**config.mk**
```make
export PLATFORM = sky130hd
export DESIGN_NAME = ece_exp_cell
export DESIGN_NICKNAME = d
export VERILOG_FILES = /design/src/ece_pkg.sv /design/src/ece_exp_cell.sv
export SDC_FILE = /design/constraint.sdc
export NUM_CORES = 1
export LEC_CHECK = 0
export ABC_AREA = 1
export BUFFER_PORTS_ARGS = -buffer_cell sky130_fd_sc_hd__buf_2
export CORE_MARGIN = 2
export CORE_UTILIZATION = 40
export CTS_BUF_LIST = sky130_fd_sc_hd__clkbuf_8
export DETAILED_ROUTE_END_ITERATION = 7
export SYNTH_ARGS = -nofsm -noshare
export SYNTH_HDL_FRONTEND = slang
export SYNTH_SLANG_ARGS = --single-unit
```
**constraint.sdc**
```tcl
create_clock -name clk -period 1.66 [get_ports clk]
set_input_delay 0 -clock clk [delete_from_list [all_inputs] [get_ports clk]]
set_output_delay 0 -clock clk [all_outputs]
set_load 0.05 [all_outputs]
```
**src/ece_pkg.sv**
```systemverilog
package ece_pkg;

    // field widths
    localparam int VALUE_BITS = 24;
    localparam int TIME_BITS  = 16;
    localparam int FRAC_BITS  = 16;

    // fraction including the integer one
    localparam int FW      = FRAC_BITS + 1;
    // exponent argument: up to eleven ones
    localparam int XW      = FRAC_BITS + 4;
    // difference end - start
    localparam int DW      = VALUE_BITS + 1;
    // square root radicand and partial remainder
    localparam int RADW    = 2 * FW;
    localparam int RW      = FW + 3;
    // exponent constants and accumulator in Q1.30
    localparam int QBITS   = 30;
    localparam int CW      = QBITS + 1;
    localparam int ONE_INT = 1 << FRAC_BITS;

    localparam logic [FW-1:0]        ONE  = {1'b1, {FRAC_BITS{1'b0}}};
    localparam logic [FRAC_BITS-1:0] HALF = {1'b1, {(FRAC_BITS-1){1'b0}}};

    // curve selector codes
    localparam logic [3:0] SEL_LINEAR      = 4'd0;
    localparam logic [3:0] SEL_QUAD_IN     = 4'd1;
    localparam logic [3:0] SEL_QUAD_OUT    = 4'd2;
    localparam logic [3:0] SEL_QUAD_INOUT  = 4'd3;
    localparam logic [3:0] SEL_CUBIC_IN    = 4'd4;
    localparam logic [3:0] SEL_CUBIC_OUT   = 4'd5;
    localparam logic [3:0] SEL_CUBIC_INOUT = 4'd6;
    localparam logic [3:0] SEL_EXPO_IN     = 4'd7;
    localparam logic [3:0] SEL_EXPO_OUT    = 4'd8;
    localparam logic [3:0] SEL_EXPO_INOUT  = 4'd9;
    localparam logic [3:0] SEL_CIRC_IN     = 4'd10;
    localparam logic [3:0] SEL_CIRC_OUT    = 4'd11;
    localparam logic [3:0] SEL_CIRC_INOUT  = 4'd12;

    // one beat as it travels down the pipeline
    typedef struct packed {
        logic [3:0]            sel;
        logic [VALUE_BITS-1:0] st;
        logic [VALUE_BITS-1:0] en;
        logic                  done;
        logic                  bad;
        logic                  lo;
        logic [FRAC_BITS-1:0]  p;
        logic [FW-1:0]         sqop;
        logic [XW-1:0]         x;
        logic [DW-1:0]         dabs;
        logic                  neg;
        logic [FW-1:0]         f;
        logic [FW-1:0]         root;
    } item_t;

    // floor square root, used only to build constants
    function automatic logic [63:0] isqrt64(input logic [63:0] v);
        logic [63:0] r;
        logic [63:0] b;
        logic [63:0] w;
        r = '0;
        b = 64'd1 << 62;
        w = v;
        for (int i = 0; i < 32; i++)
        begin
            if (w >= r + b)
            begin
                w = w - (r + b);
                r = (r >> 1) + b;
            end
            else
            begin
                r = r >> 1;
            end
            b = b >> 2;
        end
        return r;
    endfunction

    // 2^(-2^-k) in Q1.30
    function automatic logic [CW-1:0] exp_const(input int k);
        logic [63:0] c;
        c = isqrt64(64'd1 << 59);
        for (int j = 2; j <= k; j++)
        begin
            c = isqrt64(c << QBITS);
        end
        return c[CW-1:0];
    endfunction

endpackage

```
**src/ece_exp_cell.sv**
```systemverilog
module ece_exp_cell #(
    parameter int K = 1
) (
    input  logic                      clk,
    input  logic                      rst_n,
    input  logic                      adv,
    input  logic                      up_vld,
    input  ece_pkg::item_t            up_item,
    input  logic [ece_pkg::CW-1:0]    up_acc,
    output logic                      dn_vld,
    output ece_pkg::item_t            dn_item,
    output logic [ece_pkg::CW-1:0]    dn_acc
);

    localparam int CW    = ece_pkg::CW;
    localparam int PW    = 2 * CW;
    localparam int QBITS = ece_pkg::QBITS;
    localparam logic [CW-1:0] C = ece_pkg::exp_const(K);

    logic           vld_reg;
    ece_pkg::item_t item_reg;
    logic [CW-1:0]  acc_reg;
    logic [CW-1:0]  acc_next;
    logic [PW-1:0]  prod;

    // scale by 2^(-2^-K) when this fraction bit of the argument is set
    always_comb
    begin
        prod     = PW'(up_acc) * PW'(C);
        acc_next = up_item.x[ece_pkg::FRAC_BITS-K] ? prod[QBITS+CW-1:QBITS] : up_acc;
    end

    always_ff @(posedge clk or negedge rst_n)
    begin
        if (!rst_n)
        begin
            vld_reg <= 1'b0;
        end
        else if (adv)
        begin
            vld_reg <= up_vld;
        end
    end

    always_ff @(posedge clk)
    begin
        if (adv)
        begin
            item_reg <= up_item;
            acc_reg  <= acc_next;
        end
    end

    assign dn_vld  = vld_reg;
    assign dn_item = item_reg;
    assign dn_acc  = acc_reg;

endmodule

```
==> reports/qor.csv <==
stage,metric,value,unit
die,# rows,88,
critical_path,Critical Path Source Type,input pin,
global_route,largest net degree at the start of global routing,47,
flow_run,Max-Cap Viols,0,
timing,slew margin rel.,0.678,
routing,Vias,19500,
routing,DR vias/cell,4.64,
yosys,Synth cell types,31,
placement,port bufs,402,
cts,CTS max path bufs,2,
final_layout,Finished Layout Cells,4204,
placement,DP Area,29300,sq um
routing,final WL,79.8,mm
die,initial core utilization,0.404,
cts,clk slew on worst S/H paths,0.12,ns
global_route,vias in the first global route,20400,
critical_path,WS Path Type,in2reg,
critical_path,crit-path cells,buf_12 > buf_12 > ha_4 > inv_4 > fa_2 > fa_2 > fa_2 > fa_1 > fa_1 > fa_1 > inv_2 > ha_4 > buf_6 > nand2_8 > nor2_4 > nand2_2 > nor3_2 > and2_1 > nand2_2 > nand2_1 > nand2_1 > nand3_1 > nand2_1,
timing,fin crit period,4.75,ns
die,io pins,403,
run_status,violated checks,negative setup slack,
cts,H-tree levels,4,
cts,CTS tree,done,
yosys,total number of yosys warnings,0,
cts,worst-skew pair later-pin latency,0.52,ns
critical_path,critical path buffer and inverter count,5,
timing,Fmax,211,MHz
global_route,gr ovfl total,0,
die,die area,60200,sq um
routing,Starting DRT DRC Count,824,
yosys,Synth Register Bits,200,
timing,Slew @ Worst Pin,0.482,ns
final_layout,"commonest non-fill, non-tap cell in the layout",inv_1,
routing,Final ANT Viol Nets,0,
yosys,sequential share of the synthesized area,0.258,
critical_path,Crit path required time,1.94,ns
final_layout,most frequent cells in the layout,"inv_1 (761), nand2_1 (415), buf_2 (372), fa_1 (288), buf_4 (272)",
final_layout,Nets,4280,
die,Die Ht,245,um
routing,DR WL/cell,19.0,um
placement,number of cells after detailed placement,3949,
placement,dpl hpwl,67.4,mm
cts,total CTS buffers,17,
global_route,initial antenna violation count,4,
critical_path,Worst path max stage delay,0.56,ns
placement,dpl ws,-4.02,ns
timing,Max Slew Vio Count,0,
yosys,"Net Count, Synth",3384,
critical_path,reg2reg setup slack,0.90,ns
critical_path,worst-path fanout max,4,
final_layout,layout cell share with drive strength beyond 1,0.337,
critical_path,Crit path max-delay family,adder cells,
routing,# DRC,0,
timing,Final Hold Viols,0,
timing,RSZ-0062 raised after global routing,yes,
final_layout,Area growth syn-to-layout,43.5,%
global_route,first-pass GRT wire length,117,mm
cts,clk root buf,clkbuf_8,
final_layout,post-route cell area,33400,sq um
timing,worst setup margin,-3.09,ns
timing,Fin Hold WS,0.0382,ns
critical_path,CP Data Arrival Time,5.03,ns
timing,Tcrit/Tclk final,2.86,
placement,Final GP Congestion,0.955,
global_route,overall routing resource usage,0.264,
critical_path,Critical Path Slowest Stage Cell,fa_2,
timing,Setup Skew,0,ns
hold_path,worst min path class,in2reg,
yosys,"Cell Area, Synth",23300,sq um
die,Core Area,57600,sq um
final_layout,fillcell total,4920,
timing,Final Setup Violations,31,
die,Die Span X,245,um
critical_path,CP endpoint kind,flop,
cts,clock sinks,200,
yosys,synthesized area per cell,9.21,sq um
run_status,status,"finished, violations left",
yosys,Post-Syn Instances,2527,
routing,TritonRoute pass-1 iters,5,
## metrics by stage
step | utilization | setup TNS (ns)
after floorplan | - | -92.51
after global placement | 0.509 | -117.43
after detailed placement | 0.509 | -118.13
after CTS | 0.567 | -91.20
after global routing | 0.580 | -97.78
final | 0.580 | -93.03
## tightest hold or removal path, stage by stage
cell     delay [ns]
buf_6          0.12
buf_4          0.15
nand2_1        0.08
nand2_2        0.08
## what timing repair did
action                                  in CTS  in global routing
endpoints found under the setup margin      31                 31
gates resized for setup                    238                183
hold buffers                               179                  1
buffers inserted                            23                 17
endpoints found under the hold margin      203                  1
pin swaps                                   86                121
## synth_stat cells
cell type / instances / area, sq um
inv_1: 827 / 3100
nand2_1: 542 / 2030
ha_1: 349 / 4370
fa_1: 305 / 6110
edfxtp_1: 199 / 5980
nand3_1: 69 / 345
nor2_1: 68 / 255
a21oi_1: 36 / 180
xor2_1: 22 / 193
nor2_2: 13 / 81.3
nand4_1: 11 / 68.8
o21ai_0: 9 / 45.0
xnor2_1: 9 / 78.8
a21o_1: 8 / 60.1
inv_2: 8 / 30.0
nand2_2: 8 / 50.1
o21ai_1: 8 / 40.0
nor3_1: 6 / 30.0
nand3b_1: 4 / 30.0
nor2_4: 4 / 45.0
clkbuf_1: 3 / 11.3
nor3_2: 3 / 30.0
o21bai_1: 3 / 22.5
and2_1: 2 / 12.5
and3_1: 2 / 12.5
buf_2: 2 / 10.0
o21a_1: 2 / 15.0
or2_2: 2 / 12.5
buf_1: 1 / 3.75
dfrtp_1: 1 / 25.0
mux2_2: 1 / 11.3
## sequential cells by signal (all words and copies together), names as in the netlist
register / flops
dn_vld: 1
dn_acc: 31
dn_item: 168
## layout make-up
class	count	area [sq um]	share of cell area
diodes	3	7.51	0.000225
clock buffers	17	234	0.00700
clock inverters	15	234	0.00700
inverters	835	3150	0.0942
multi-input cells	1486	16200	0.486
flip-flops and latches	200	6000	0.180
well taps	765	957	0.0287
repair buffers	883	6580	0.197
## cell families after synthesis
kind of cell               synth area share
muxes                              0.000484
buffers and inverters                 0.136
DFF                                   0.258
and+or+nand+nor                       0.129
xor gates and xnor gates             0.0117
adders and majority gates             0.450
AOI/OAI and AO/OA                    0.0156
## per-layer routing
metal	vias to the layer above	share of wire	track usage
met1	9485	0.42	0.331
met3	117	0.056	0.0485
met2	572	0.49	0.455
met5	-	0	0
li1	9313	-	-
met4	0	0.035	0.0951
## worst paths after layout
check,cells past startpoint,startpoint,endpoint
max,23,up_acc[18],dn_acc[26]
max in group asynchronous,3,rst_n,dn_vld
min in group asynchronous,3,rst_n,dn_vld
min reg2reg,1,dn_vld,dn_vld
max reg2reg,1,dn_vld,dn_vld
min,4,up_acc[2],dn_acc[2]
Power is not shown: default switching activity piles up to over one toggle a cycle in this logic, so the estimate is an artifact.
