`src/ece_pkg.sv`:
```
package ece_pkg;

    // field widths
    localparam int VALUE_BITS = 24;
    localparam int TIME_BITS  = 16;
    localparam int FRAC_BITS  = 16;

    // fraction including the integer one
    localparam int FW      = FRAC_BITS + 1;
    // exponent argument: up to eleven ones
    localparam int XW      = FRAC_BITS + 4;
    // difference end - start
    localparam int DW      = VALUE_BITS + 1;
    // square root radicand and partial remainder
    localparam int RADW    = 2 * FW;
    localparam int RW      = FW + 3;
    // exponent constants and accumulator in Q1.30
    localparam int QBITS   = 30;
    localparam int CW      = QBITS + 1;
    localparam int ONE_INT = 1 << FRAC_BITS;

    localparam logic [FW-1:0]        ONE  = {1'b1, {FRAC_BITS{1'b0}}};
    localparam logic [FRAC_BITS-1:0] HALF = {1'b1, {(FRAC_BITS-1){1'b0}}};

    // curve selector codes
    localparam logic [3:0] SEL_LINEAR      = 4'd0;
    localparam logic [3:0] SEL_QUAD_IN     = 4'd1;
    localparam logic [3:0] SEL_QUAD_OUT    = 4'd2;
    localparam logic [3:0] SEL_QUAD_INOUT  = 4'd3;
    localparam logic [3:0] SEL_CUBIC_IN    = 4'd4;
    localparam logic [3:0] SEL_CUBIC_OUT   = 4'd5;
    localparam logic [3:0] SEL_CUBIC_INOUT = 4'd6;
    localparam logic [3:0] SEL_EXPO_IN     = 4'd7;
    localparam logic [3:0] SEL_EXPO_OUT    = 4'd8;
    localparam logic [3:0] SEL_EXPO_INOUT  = 4'd9;
    localparam logic [3:0] SEL_CIRC_IN     = 4'd10;
    localparam logic [3:0] SEL_CIRC_OUT    = 4'd11;
    localparam logic [3:0] SEL_CIRC_INOUT  = 4'd12;

    // one beat as it travels down the pipeline
    typedef struct packed {
        logic [3:0]            sel;
        logic [VALUE_BITS-1:0] st;
        logic [VALUE_BITS-1:0] en;
        logic                  done;
        logic                  bad;
        logic                  lo;
        logic [FRAC_BITS-1:0]  p;
        logic [FW-1:0]         sqop;
        logic [XW-1:0]         x;
        logic [DW-1:0]         dabs;
        logic                  neg;
        logic [FW-1:0]         f;
        logic [FW-1:0]         root;
    } item_t;

    // floor square root, used only to build constants
    function automatic logic [63:0] isqrt64(input logic [63:0] v);
        logic [63:0] r;
        logic [63:0] b;
        logic [63:0] w;
        r = '0;
        b = 64'd1 << 62;
        w = v;
        for (int i = 0; i < 32; i++)
        begin
            if (w >= r + b)
            begin
                w = w - (r + b);
                r = (r >> 1) + b;
            end
            else
            begin
                r = r >> 1;
            end
            b = b >> 2;
        end
        return r;
    endfunction

    // 2^(-2^-k) in Q1.30
    function automatic logic [CW-1:0] exp_const(input int k);
        logic [63:0] c;
        c = isqrt64(64'd1 << 59);
        for (int j = 2; j <= k; j++)
        begin
            c = isqrt64(c << QBITS);
        end
        return c[CW-1:0];
    endfunction

endpackage

```
`src/ece_sqrt_cell.sv`:
```
module ece_sqrt_cell (
    input  logic                        clk,
    input  logic                        rst_n,
    input  logic                        adv,
    input  logic                        up_vld,
    input  ece_pkg::item_t              up_item,
    input  logic [ece_pkg::RADW-1:0]    up_rad,
    input  logic [ece_pkg::RW-1:0]      up_rem,
    input  logic [ece_pkg::FW-1:0]      up_root,
    output logic                        dn_vld,
    output ece_pkg::item_t              dn_item,
    output logic [ece_pkg::RADW-1:0]    dn_rad,
    output logic [ece_pkg::RW-1:0]      dn_rem,
    output logic [ece_pkg::FW-1:0]      dn_root
);

    localparam int RADW = ece_pkg::RADW;
    localparam int RW   = ece_pkg::RW;
    localparam int FW   = ece_pkg::FW;

    logic            vld_reg;
    ece_pkg::item_t  item_reg;
    logic [RADW-1:0] rad_reg;
    logic [RW-1:0]   rem_reg;
    logic [RW-1:0]   rem_next;
    logic [FW-1:0]   root_reg;
    logic [FW-1:0]   root_next;
    logic [RW-1:0]   cur;
    logic [RW-1:0]   trial;
    logic            ge;

    // bring down two radicand bits, try root*4+1
    always_comb
    begin
        cur       = {up_rem[RW-3:0], up_rad[RADW-1:RADW-2]};
        trial     = {1'b0, up_root, 2'b01};
        ge        = cur >= trial;
        rem_next  = ge ? (cur - trial) : cur;
        root_next = {up_root[FW-2:0], ge};
    end

    always_ff @(posedge clk or negedge rst_n)
    begin
        if (!rst_n)
        begin
            vld_reg <= 1'b0;
        end
        else if (adv)
        begin
            vld_reg <= up_vld;
        end
    end

    always_ff @(posedge clk)
    begin
        if (adv)
        begin
            item_reg <= up_item;
            rad_reg  <= {up_rad[RADW-3:0], 2'b00};
            rem_reg  <= rem_next;
            root_reg <= root_next;
        end
    end

    assign dn_vld  = vld_reg;
    assign dn_item = item_reg;
    assign dn_rad  = rad_reg;
    assign dn_rem  = rem_reg;
    assign dn_root = root_reg;

endmodule

```
`config.mk`:
```
export PLATFORM = sky130hd
export DESIGN_NAME = ece_sqrt_cell
export DESIGN_NICKNAME = d
export VERILOG_FILES = /design/src/ece_pkg.sv /design/src/ece_sqrt_cell.sv
export SDC_FILE = /design/constraint.sdc
export NUM_CORES = 1
export LEC_CHECK = 0
export BUFFER_PORTS_ARGS = -buffer_cell sky130_fd_sc_hd__buf_2
export CAP_MARGIN = 20
export CORE_AREA = 5 5 184 186
export DETAILED_ROUTE_END_ITERATION = 10
export DIE_AREA = 0 0 189 191
export PLACE_DENSITY = 0.5
export SLEW_MARGIN = 20
export SYNTH_ARGS = -nofsm -noshare
export SYNTH_HDL_FRONTEND = slang
export SYNTH_SLANG_ARGS = --single-unit
```
`constraint.sdc`:
```
create_clock -name clk -period 0.8 [get_ports clk]
set_input_delay 0.04 -clock clk [delete_from_list [all_inputs] [get_ports clk]]
set_output_delay 0.04 -clock clk [all_outputs]
set_load 0.005 [all_outputs]
```
==> metrics.cfg <==
[run_status]
status=finished with violations
violations=negative setup slack

[placement]
numPlacedInstances=1406
placed_area_um2=12300
port_buffers=478
gp_congestion=0.816
dpl.hpwl_um=24900

[sta]
layout_min_cycle_time_ps=1930
worst_slack_ps=-1130
whs_ps=16.7
skew_ps=0
fin_setup_tns_ps=-87210
grt_setup_unrepaired=true
fmax_ghz=0.519
slew_viol_final=0
finalHoldViolations=0
finalSetupViolations=263
fin_crit_sh_pct=241

[global_routing]
antenna_found_initial=8
grt-ovfl-total=0
grt_max_degree=33
grt.total_usage_pct=17.1
grt_pass1_vias=7762
grt_pass1_wl_um=46800

[setup_path]
rr_startpoint=dn_vld
reg2reg_to=dn_vld
cp_max_fo=8
reg2reg_slack_ps=60
slowest_stage=a221o_1
critPathMaxStageDelay_ps=410
cp-end-kind=flip-flop
cp.arrival_ps=2210
cp_cell_sequence=buf_12 -> inv_12 -> ha_4 -> buf_6 -> a21oi_4 -> o21ai_2 -> a221o_1 -> a2111oi_4 -> and2_4 -> clkinv_8 -> mux2_4
start_kind=primary input
path_class=primary input to flip-flop
reg2reg_depth=1
cp.required_ps=1080

[synth]
ys_types=52
synth_ff_type=edfxtp_1
syn_area_um2=8640
synth_top_area_share_pct=82.4
synth.largest_area_cell=edfxtp_1
ys_ff_latch=238
async_flop_share_pct=0.420
yosysWarnings=0
avgSynthCellArea_um2=19.4
yosysMostFrequentCell=edfxtp_1
synth_common_cells=237 x edfxtp_1, 22 x inv_1, 19 x ha_1
ys_top_cells_by_area=edfxtp_1 82%, ha_1 2.8%, mux2_2 1.0%, mux2_4 1.0%, xnor2_1 1.0%
netlist_instances=446
synth-edff-count=237
synth_seq_area_share_pct=82.7

[drt]
route.detailed.drc=0
drtPass1Iterations=5
routed_via_density=4.21
initialDrtViolationCount=288
totalWireLength_um=33100
vias=7248
postRouteAntennaNets=0
wl_per_cell_um=19.3

[floorplanning]
start_util_pct=26.9
die_w_um=189
core_area_um2=32100
num_rows=66
fp.dieArea_um2=36100
boundaryPins=483
chipHeight_um=191

[pwr]
switching_share_pct=23.3
internal_power_uw=25300
power.total_uw=33000
clockPowerShare_pct=37.3
p_seq_share_pct=46.2
powerDensity_nw_per_um2=2060
switchingPower_uw=7680
p_comb_share_pct=16.5
ir_drop_mv=1.33
power_leakage_uw=0.00695

[clocking]
numCtsBuffers=28
clkSinkCount=238
path_clk_slew_ps=60
htreeDepth=1
cts_tree=built
cts_root_buf=clkbuf_16
clk_latency_ps=530
clockBufferDepth=3

[flow_run]
drv_cap=0

[final_layout]
num-nets-final=1545
final_area_um2=16000
drive_gt1_share_pct=50.8
layout-area-overhead-vs-synth_pct=85.1
ff_latch_area_um2=7140
fillers=2834
multi_input_area_um2=1490
fin_cells=1720

[min_path]
min_path_type=primary input to flip-flop
worstHoldEndpoint=dn_root[12]
min_delay_path_depth=2
worstHoldStart=adv

-- registers in the layout (all words and copies together), names as in the netlist --
| signal | count |
|---|---|
| dn_item | 168 |
| dn_rad | 32 |
| dn_rem | 20 |
| dn_root | 17 |
| dn_vld | 1 |
-- layer usage --
layer / part of all wire (%) / global-route usage, %
met1: 35 / 17.8
met3: 8.2 / 5.48
met5: 0.039 / 0
met4: 2.3 / 4.93
met2: 55 / 32.9
-- cell type report --
class,instances,area share [%]
Multi-Input combinational cell,175,9.29
Clock inverter,19,0.994
Sequential cell,238,44.7
Inverter,23,0.759
Antenna cell,8,0.125
Timing Repair inverter,1,0.0704
Clock buffer,32,4.61
Tap cell,408,3.19
Timing Repair Buffer,816,36.3
-- placed cells by master, fill, tap and decap left out, drive strengths merged, types with 2 or more instances in the layout --
| cell type | count |
|---|---|
| o21bai | 2 |
| a21oi | 20 |
| and3 | 3 |
| clkinv | 14 |
| mux2i | 2 |
| nand3 | 9 |
| o21ai | 12 |
| a31oi | 4 |
| nand2b | 2 |
| clkbuf | 32 |
| dlygate4sd3 | 242 |
| a21o | 5 |
| buf | 574 |
| xnor2 | 10 |
| bufinv | 2 |
| o211ai | 3 |
| ha | 19 |
| a211oi | 3 |
| nand4 | 4 |
| xor2 | 4 |
| inv | 24 |
| diode | 8 |
| o31ai | 3 |
| a221o | 2 |
| nor3 | 3 |
| nand2 | 18 |
| nor2 | 15 |
| mux2 | 14 |
| conb | 2 |
| edfxtp | 237 |
| clkinvlp | 3 |
-- timing repair --
action | CTS | global route
setup buffers | 6 | 7
resized for setup | 36 | 35
pin swaps | 11 | 14
hold buffers | 241 | 2
endpoints found under the setup margin | 259 | 270
hold endpoints to repair | 246 | 4
cloned | 1 | 0
-- power by group through the flow --
stage,sequential [uW],clock (uW),combinational (uW)
after global routing,15300,13300,5880
after floorplan,15600,0,1190
after CTS,15200,12700,5370
after global placement,15500,0,4130
final,15200,12300,5440
after detailed placement,15500,0,4160
-- worst max-delay path, delay by kind of cell --
| family | cells | cell delay (ps) |
|---|---|---|
| adders and majority gates | 1 | 190 |
| muxes | 1 | 300 |
| buffers and inverters | 4 | 390 |
| AOI/OAI and AO/OA | 4 | 990 |
| and+or+nand+nor | 1 | 290 |
-- kinds of logic (layout without fill, tap and decap cells) --
logic type               Yosys count  after routing  share of synthesized area, %
AO/OA/AOI/OAI                     62             62                          5.22
XOR/XNOR                          14             14                          1.42
adder cells (fa/ha/maj)           19             19                          2.75
buffers and inverters             34            891                          2.04
flip-flops                       238            238                          82.7
multiplexers                      16             16                          2.32
other                              1             10                        0.0434
AND/OR/NAND/NOR                   62             62                          3.51
-- metrics by stage --
step / util, % / setup WS (ps)
after floorplan: - / -1770
after global placement: 38.3 / -1850
after detailed placement: 38.3 / -1870
final: 49.8 / -1130
after CTS: 49.2 / -1130
after global routing: 49.8 / -1160
-- how the worst max path moves through the flow --
stage,startpoint,depth (start not counted),to
finish,up_root[7],11,dn_rem[5]
global route,up_root[7],11,dn_rem[3]
CTS,up_rem[9],9,dn_rem[3]
detailed placement,up_root[6],10,dn_rem[3]
global placement,up_root[6],10,dn_rem[5]
floorplan,up_root[7],12,dn_rem[11]
Note: power is estimated with default switching activity, not from simulation.
