### src/ece_pkg.sv
package ece_pkg;

    // field widths
    localparam int VALUE_BITS = 24;
    localparam int TIME_BITS  = 16;
    localparam int FRAC_BITS  = 16;

    // fraction including the integer one
    localparam int FW      = FRAC_BITS + 1;
    // exponent argument: up to eleven ones
    localparam int XW      = FRAC_BITS + 4;
    // difference end - start
    localparam int DW      = VALUE_BITS + 1;
    // square root radicand and partial remainder
    localparam int RADW    = 2 * FW;
    localparam int RW      = FW + 3;
    // exponent constants and accumulator in Q1.30
    localparam int QBITS   = 30;
    localparam int CW      = QBITS + 1;
    localparam int ONE_INT = 1 << FRAC_BITS;

    localparam logic [FW-1:0]        ONE  = {1'b1, {FRAC_BITS{1'b0}}};
    localparam logic [FRAC_BITS-1:0] HALF = {1'b1, {(FRAC_BITS-1){1'b0}}};

    // curve selector codes
    localparam logic [3:0] SEL_LINEAR      = 4'd0;
    localparam logic [3:0] SEL_QUAD_IN     = 4'd1;
    localparam logic [3:0] SEL_QUAD_OUT    = 4'd2;
    localparam logic [3:0] SEL_QUAD_INOUT  = 4'd3;
    localparam logic [3:0] SEL_CUBIC_IN    = 4'd4;
    localparam logic [3:0] SEL_CUBIC_OUT   = 4'd5;
    localparam logic [3:0] SEL_CUBIC_INOUT = 4'd6;
    localparam logic [3:0] SEL_EXPO_IN     = 4'd7;
    localparam logic [3:0] SEL_EXPO_OUT    = 4'd8;
    localparam logic [3:0] SEL_EXPO_INOUT  = 4'd9;
    localparam logic [3:0] SEL_CIRC_IN     = 4'd10;
    localparam logic [3:0] SEL_CIRC_OUT    = 4'd11;
    localparam logic [3:0] SEL_CIRC_INOUT  = 4'd12;

    // one beat as it travels down the pipeline
    typedef struct packed {
        logic [3:0]            sel;
        logic [VALUE_BITS-1:0] st;
        logic [VALUE_BITS-1:0] en;
        logic                  done;
        logic                  bad;
        logic                  lo;
        logic [FRAC_BITS-1:0]  p;
        logic [FW-1:0]         sqop;
        logic [XW-1:0]         x;
        logic [DW-1:0]         dabs;
        logic                  neg;
        logic [FW-1:0]         f;
        logic [FW-1:0]         root;
    } item_t;

    // floor square root, used only to build constants
    function automatic logic [63:0] isqrt64(input logic [63:0] v);
        logic [63:0] r;
        logic [63:0] b;
        logic [63:0] w;
        r = '0;
        b = 64'd1 << 62;
        w = v;
        for (int i = 0; i < 32; i++)
        begin
            if (w >= r + b)
            begin
                w = w - (r + b);
                r = (r >> 1) + b;
            end
            else
            begin
                r = r >> 1;
            end
            b = b >> 2;
        end
        return r;
    endfunction

    // 2^(-2^-k) in Q1.30
    function automatic logic [CW-1:0] exp_const(input int k);
        logic [63:0] c;
        c = isqrt64(64'd1 << 59);
        for (int j = 2; j <= k; j++)
        begin
            c = isqrt64(c << QBITS);
        end
        return c[CW-1:0];
    endfunction

endpackage

### src/ece_div_cell.sv
module ece_div_cell (
    input  logic                             clk,
    input  logic                             rst_n,
    input  logic                             adv,
    input  logic                             up_vld,
    input  ece_pkg::item_t                   up_item,
    input  logic [ece_pkg::TIME_BITS-1:0]    up_rem,
    input  logic [ece_pkg::FRAC_BITS-1:0]    up_quo,
    input  logic [ece_pkg::TIME_BITS-1:0]    up_du,
    output logic                             dn_vld,
    output ece_pkg::item_t                   dn_item,
    output logic [ece_pkg::TIME_BITS-1:0]    dn_rem,
    output logic [ece_pkg::FRAC_BITS-1:0]    dn_quo,
    output logic [ece_pkg::TIME_BITS-1:0]    dn_du
);

    localparam int T = ece_pkg::TIME_BITS;

    logic                          vld_reg;
    ece_pkg::item_t                item_reg;
    logic [T-1:0]                  rem_reg;
    logic [T-1:0]                  rem_next;
    logic [ece_pkg::FRAC_BITS-1:0] quo_reg;
    logic [ece_pkg::FRAC_BITS-1:0] quo_next;
    logic [T-1:0]                  du_reg;
    logic [T:0]                    rem2;
    logic [T:0]                    diff;
    logic                          ge;

    // one restoring step: shift, trial subtract, keep one quotient bit
    always_comb
    begin
        rem2     = {up_rem, 1'b0};
        diff     = rem2 - {1'b0, up_du};
        ge       = rem2 >= {1'b0, up_du};
        rem_next = ge ? diff[T-1:0] : rem2[T-1:0];
        quo_next = {up_quo[ece_pkg::FRAC_BITS-2:0], ge};
    end

    always_ff @(posedge clk or negedge rst_n)
    begin
        if (!rst_n)
        begin
            vld_reg <= 1'b0;
        end
        else if (adv)
        begin
            vld_reg <= up_vld;
        end
    end

    always_ff @(posedge clk)
    begin
        if (adv)
        begin
            item_reg <= up_item;
            rem_reg  <= rem_next;
            quo_reg  <= quo_next;
            du_reg   <= up_du;
        end
    end

    assign dn_vld  = vld_reg;
    assign dn_item = item_reg;
    assign dn_rem  = rem_reg;
    assign dn_quo  = quo_reg;
    assign dn_du   = du_reg;

endmodule

### config.mk
export PLATFORM = sky130hd
export DESIGN_NAME = ece_div_cell
export DESIGN_NICKNAME = d
export VERILOG_FILES = /design/src/ece_pkg.sv /design/src/ece_div_cell.sv
export SDC_FILE = /design/constraint.sdc
export NUM_CORES = 1
export LEC_CHECK = 0
export BUFFER_PORTS_ARGS = -buffer_cell sky130_fd_sc_hd__buf_2
export CORE_ASPECT_RATIO = 0.6
export CORE_MARGIN = 4
export CORE_UTILIZATION = 35
export CTS_CLUSTER_DIAMETER = 200
export DETAILED_ROUTE_END_ITERATION = 8
export PLACE_DENSITY_LB_ADDON = 0.15
export SYNTH_ARGS = -nofsm -noshare
export SYNTH_HDL_FRONTEND = slang
export SYNTH_SLANG_ARGS = --single-unit
### constraint.sdc
create_clock -name clk -period 0.8 [get_ports clk]
set_input_delay 0.08 -clock clk [delete_from_list [all_inputs] [get_ports clk]]
set_output_delay 0.08 -clock clk [all_outputs]
set_load 0.05 [all_outputs]
==> reports/metrics.csv <==
stage;metric;value;unit
floorplanning;initial core utilization;36.0;%
worst_setup_path;RR Startpoint;dn_vld;
sta;setup tns final;-87.12;ns
outcome;failing checks;negative hold slack, negative setup slack;
clock_tree;CTS Buf Count;21;
detailed_routing;WL per Instance;20.9;um
synthesis;Syn Area/Cell;20.6;um2
clock_tree;clock sink total;217;
clock_tree;CTS tree;yes;
worst_setup_path;crit-path leading delay family;compound AO/OA/AOI/OAI gates;
sta;Worst-Margin Slew;0.411;ns
clock_tree;clk_lat worst skew;0.49;ns
worst_setup_path;Worst path max stage delay;0.36;ns
synthesis;Yosys reg bits;217;
worst_setup_path;R2R setup slack;0.03;ns
sta;final hold vios;10;
worst_setup_path;worst path cell trace;buf_12, inv_12, ha_4, nand4_4, buf_4, o311a_4, a21boi_4, buf_6, mux2_4;
global_route;first-pass GRT wire length;42.1;mm
detailed_routing;Detailed Routing Iterations Pass 1;4;
worst_setup_path;Crit Path Category;input pin to flop;
hold_path;Hold Crit Class;input pin to flop;
sta;RSZ-0062 raised after global routing;true;
synthesis;Mapped Cells;372;
worst_setup_path;crit-path max FO;5;
layout;share of layout cells above drive strength 1;53.9;%
hold_path;hold depth;1;
run;# Max-Cap Violations;0;
power_and_ir_drop;pwr dens;2130;nW/um2
floorplanning;total I/O pin count;437;
synthesis;Post-synth top flop;edfxtp_1;
synthesis;Synth cell types;44;
worst_setup_path;Crit. End Element;flop;
floorplanning;cell row count;41;
sta;Final Cycle Share;200;%
sta;Setup Skew;0;ns
layout;Nets;1362;
detailed_routing;Met1 Wirelength;10.0;mm
synthesis;Post-synth EDFFs;216;
detailed_routing;met3 wire length;2.59;mm
power_and_ir_drop;Leakage;6.62;nW
sta;Setup-failing EPs final;234;
global_route;Total GRT Usage;23.0;%
clock_tree;Root Driver;clkbuf_16;
detailed_routing;Routed Antenna Nets;0;
sta;Hold WS;-0.0455;ns
layout;highest-count cells in the layout ignoring fill and taps;236 x buf_6, 216 x edfxtp_1, 214 x dlygate4sd3_1, 201 x buf_2, 71 x buf_4;
worst_setup_path;CP max stage cell;o311a_4;
worst_setup_path;CP Data Required Time;1.04;ns
sta;Max Slew Vio Count;0;
synthesis;net count after synthesis;609;
power_and_ir_drop;worst vdd ir;0.00182;V
clock_tree;H-Tree Depth;1;
hold_path;Hold Path End;dn_du[15];
worst_setup_path;Startpoint Class;input pin;
synthesis;sequential fraction of the synthesis area;84.9;%
detailed_routing;DRC Markers;0;
layout;synthesis-to-layout area growth;103;%
detailed_routing;met2 wire length;16.2;mm
detailed_routing;Via Count;6447;
detailed_routing;uppermost routed layer;met5;
clock_tree;Reg clk slew, reported paths;0.06;ns
layout;commonest non-fill, non-tap cell in the layout;buf_6;
layout;fillers;1310;
floorplanning;die span in y;123;um
worst_setup_path;Reg2Reg Depth;1;
place;DPL Wire Length;18.5;mm
global_route;largest net degree at the start of global routing;36;
global_route;vias in the first global route;7157;
global_route;initial antenna violation count;3;
place;GPL Wtd Cong;0.847;
worst_setup_path;critical path buffer and inverter count;4;
detailed_routing;DRT Wirelength;29.7;mm
synthesis;async set-reset flop share out of synthesis;0.461;%
global_route;total global routing overflow;0;
layout;final instance area;15600;um2
sta;f_max;626;MHz
synthesis;Warnings, synthesis;0;
worst_setup_path;WP data arrival;1.84;ns
sta;fin crit period;1.60;ns
detailed_routing;vias per std cell;4.54;
clock_tree;Bufs on Longest Clock Path;3;
sta;Slew HR;72.6;%
synthesis;Synth Cell Area;7670;um2
floorplanning;die span in x;199;um
worst_setup_path;Reg-to-Reg End;dn_vld;
floorplanning;die area;24400;um2
sta;Worst Slack Setup Final;-0.798;ns
detailed_routing;Initial DRC Count;276;
place;PortBufs;435;
floorplanning;CORE AREA;21300;um2
hold_path;hold_sp;adv;
outcome;status;finished, violations left;
place;area post-placement;10900;um2
-- timing repair --
action / 4_1_cts / 5_1_grt
buffers inserted: 18 / 3
hold buffers: 213 / 1
resized for setup: 508 / 16
pin swaps: 25 / 10
setup endpoints to repair: 234 / 234
endpoints found under the hold margin: 224 / 11
-- flip-flops by register name, summed over array words and instances (netlist names) --
register and flops:
dn_rem 16, dn_quo 16, dn_vld 1, dn_item 168, dn_du 16
-- layout make-up --
class	instances	area (um2)	share of cell area, %
Multi-Input combinational cell	134	1430	9.19
Tap cell	279	349	2.24
Inverter	19	88.8	0.571
Clock inverter	11	82.6	0.531
Antenna cell	1	2.50	0.0161
Timing Repair Buffer	732	6530	42.0
Clock buffer	27	568	3.65
Sequential cell	217	6510	41.8
-- cells in the mapped netlist, drive strengths merged (5+ instances only) --
library cell	instances	share of area (%)
a21o	5	0.49
a21oi	11	0.72
edfxtp	216	85
ha	16	2.6
inv	19	0.93
mux2	13	2.2
nand2	10	0.49
nand3	5	0.33
nor2	11	0.54
o21ai	7	0.46
xnor2	6	0.68
xor2	5	0.57
-- power breakdown --
part / total (W) / switching [W] / internal (W)
Clock: 0.00966 / 0.00430 / 0.00536
Sequential: 0.0142 / 0.000530 / 0.0136
Combinational: 0.00927 / 0.00529 / 0.00398
-- cell families after synthesis --
group,count (synthesis),share of synthesized area (%)
fa+ha+maj,17,2.87
compound gates,45,4.24
simple gates,46,3.07
xor+xnor,11,1.26
mux,15,2.46
flops,217,84.9
buf+inv,21,1.26
-- metal layers --
metal	global-route usage (%)	vias to the layer above
met3	7.16	56
met4	6.15	4
met1	24.8	3131
li1	-	2959
met5	0	-
met2	43.9	297
-- worst max-delay path by stage --
stage	from	to	slack, ns	depth (start not counted)
floorplan	up_du[8]	dn_rem[10]	-1.26	10
global placement	up_rem[0]	dn_rem[12]	-1.49	10
detailed placement	up_rem[0]	dn_rem[12]	-1.54	10
CTS	up_du[4]	dn_rem[2]	-0.75	9
global route	up_du[2]	dn_rem[11]	-0.83	10
finish	up_du[8]	dn_rem[2]	-0.80	9
-- per-stage QoR --
stage	total power (W)	hold slack, ns	utilization [%]	worst slack, ns	cells
5_1_grt	0.0343	-0.0521	73.1	-0.830	1420
4_1_cts	0.0329	-0.217	72.6	-0.752	1418
6_report	0.0331	-0.0455	73.1	-0.798	1420
2_1_floorplan	0.0184	-0.216	-	-1.26	372
3_5_place_dp	0.0209	-0.144	51.0	-1.54	1150
3_3_place_gp	0.0208	-0.145	51.0	-1.49	1150
(Power assumes the default switching activity.)
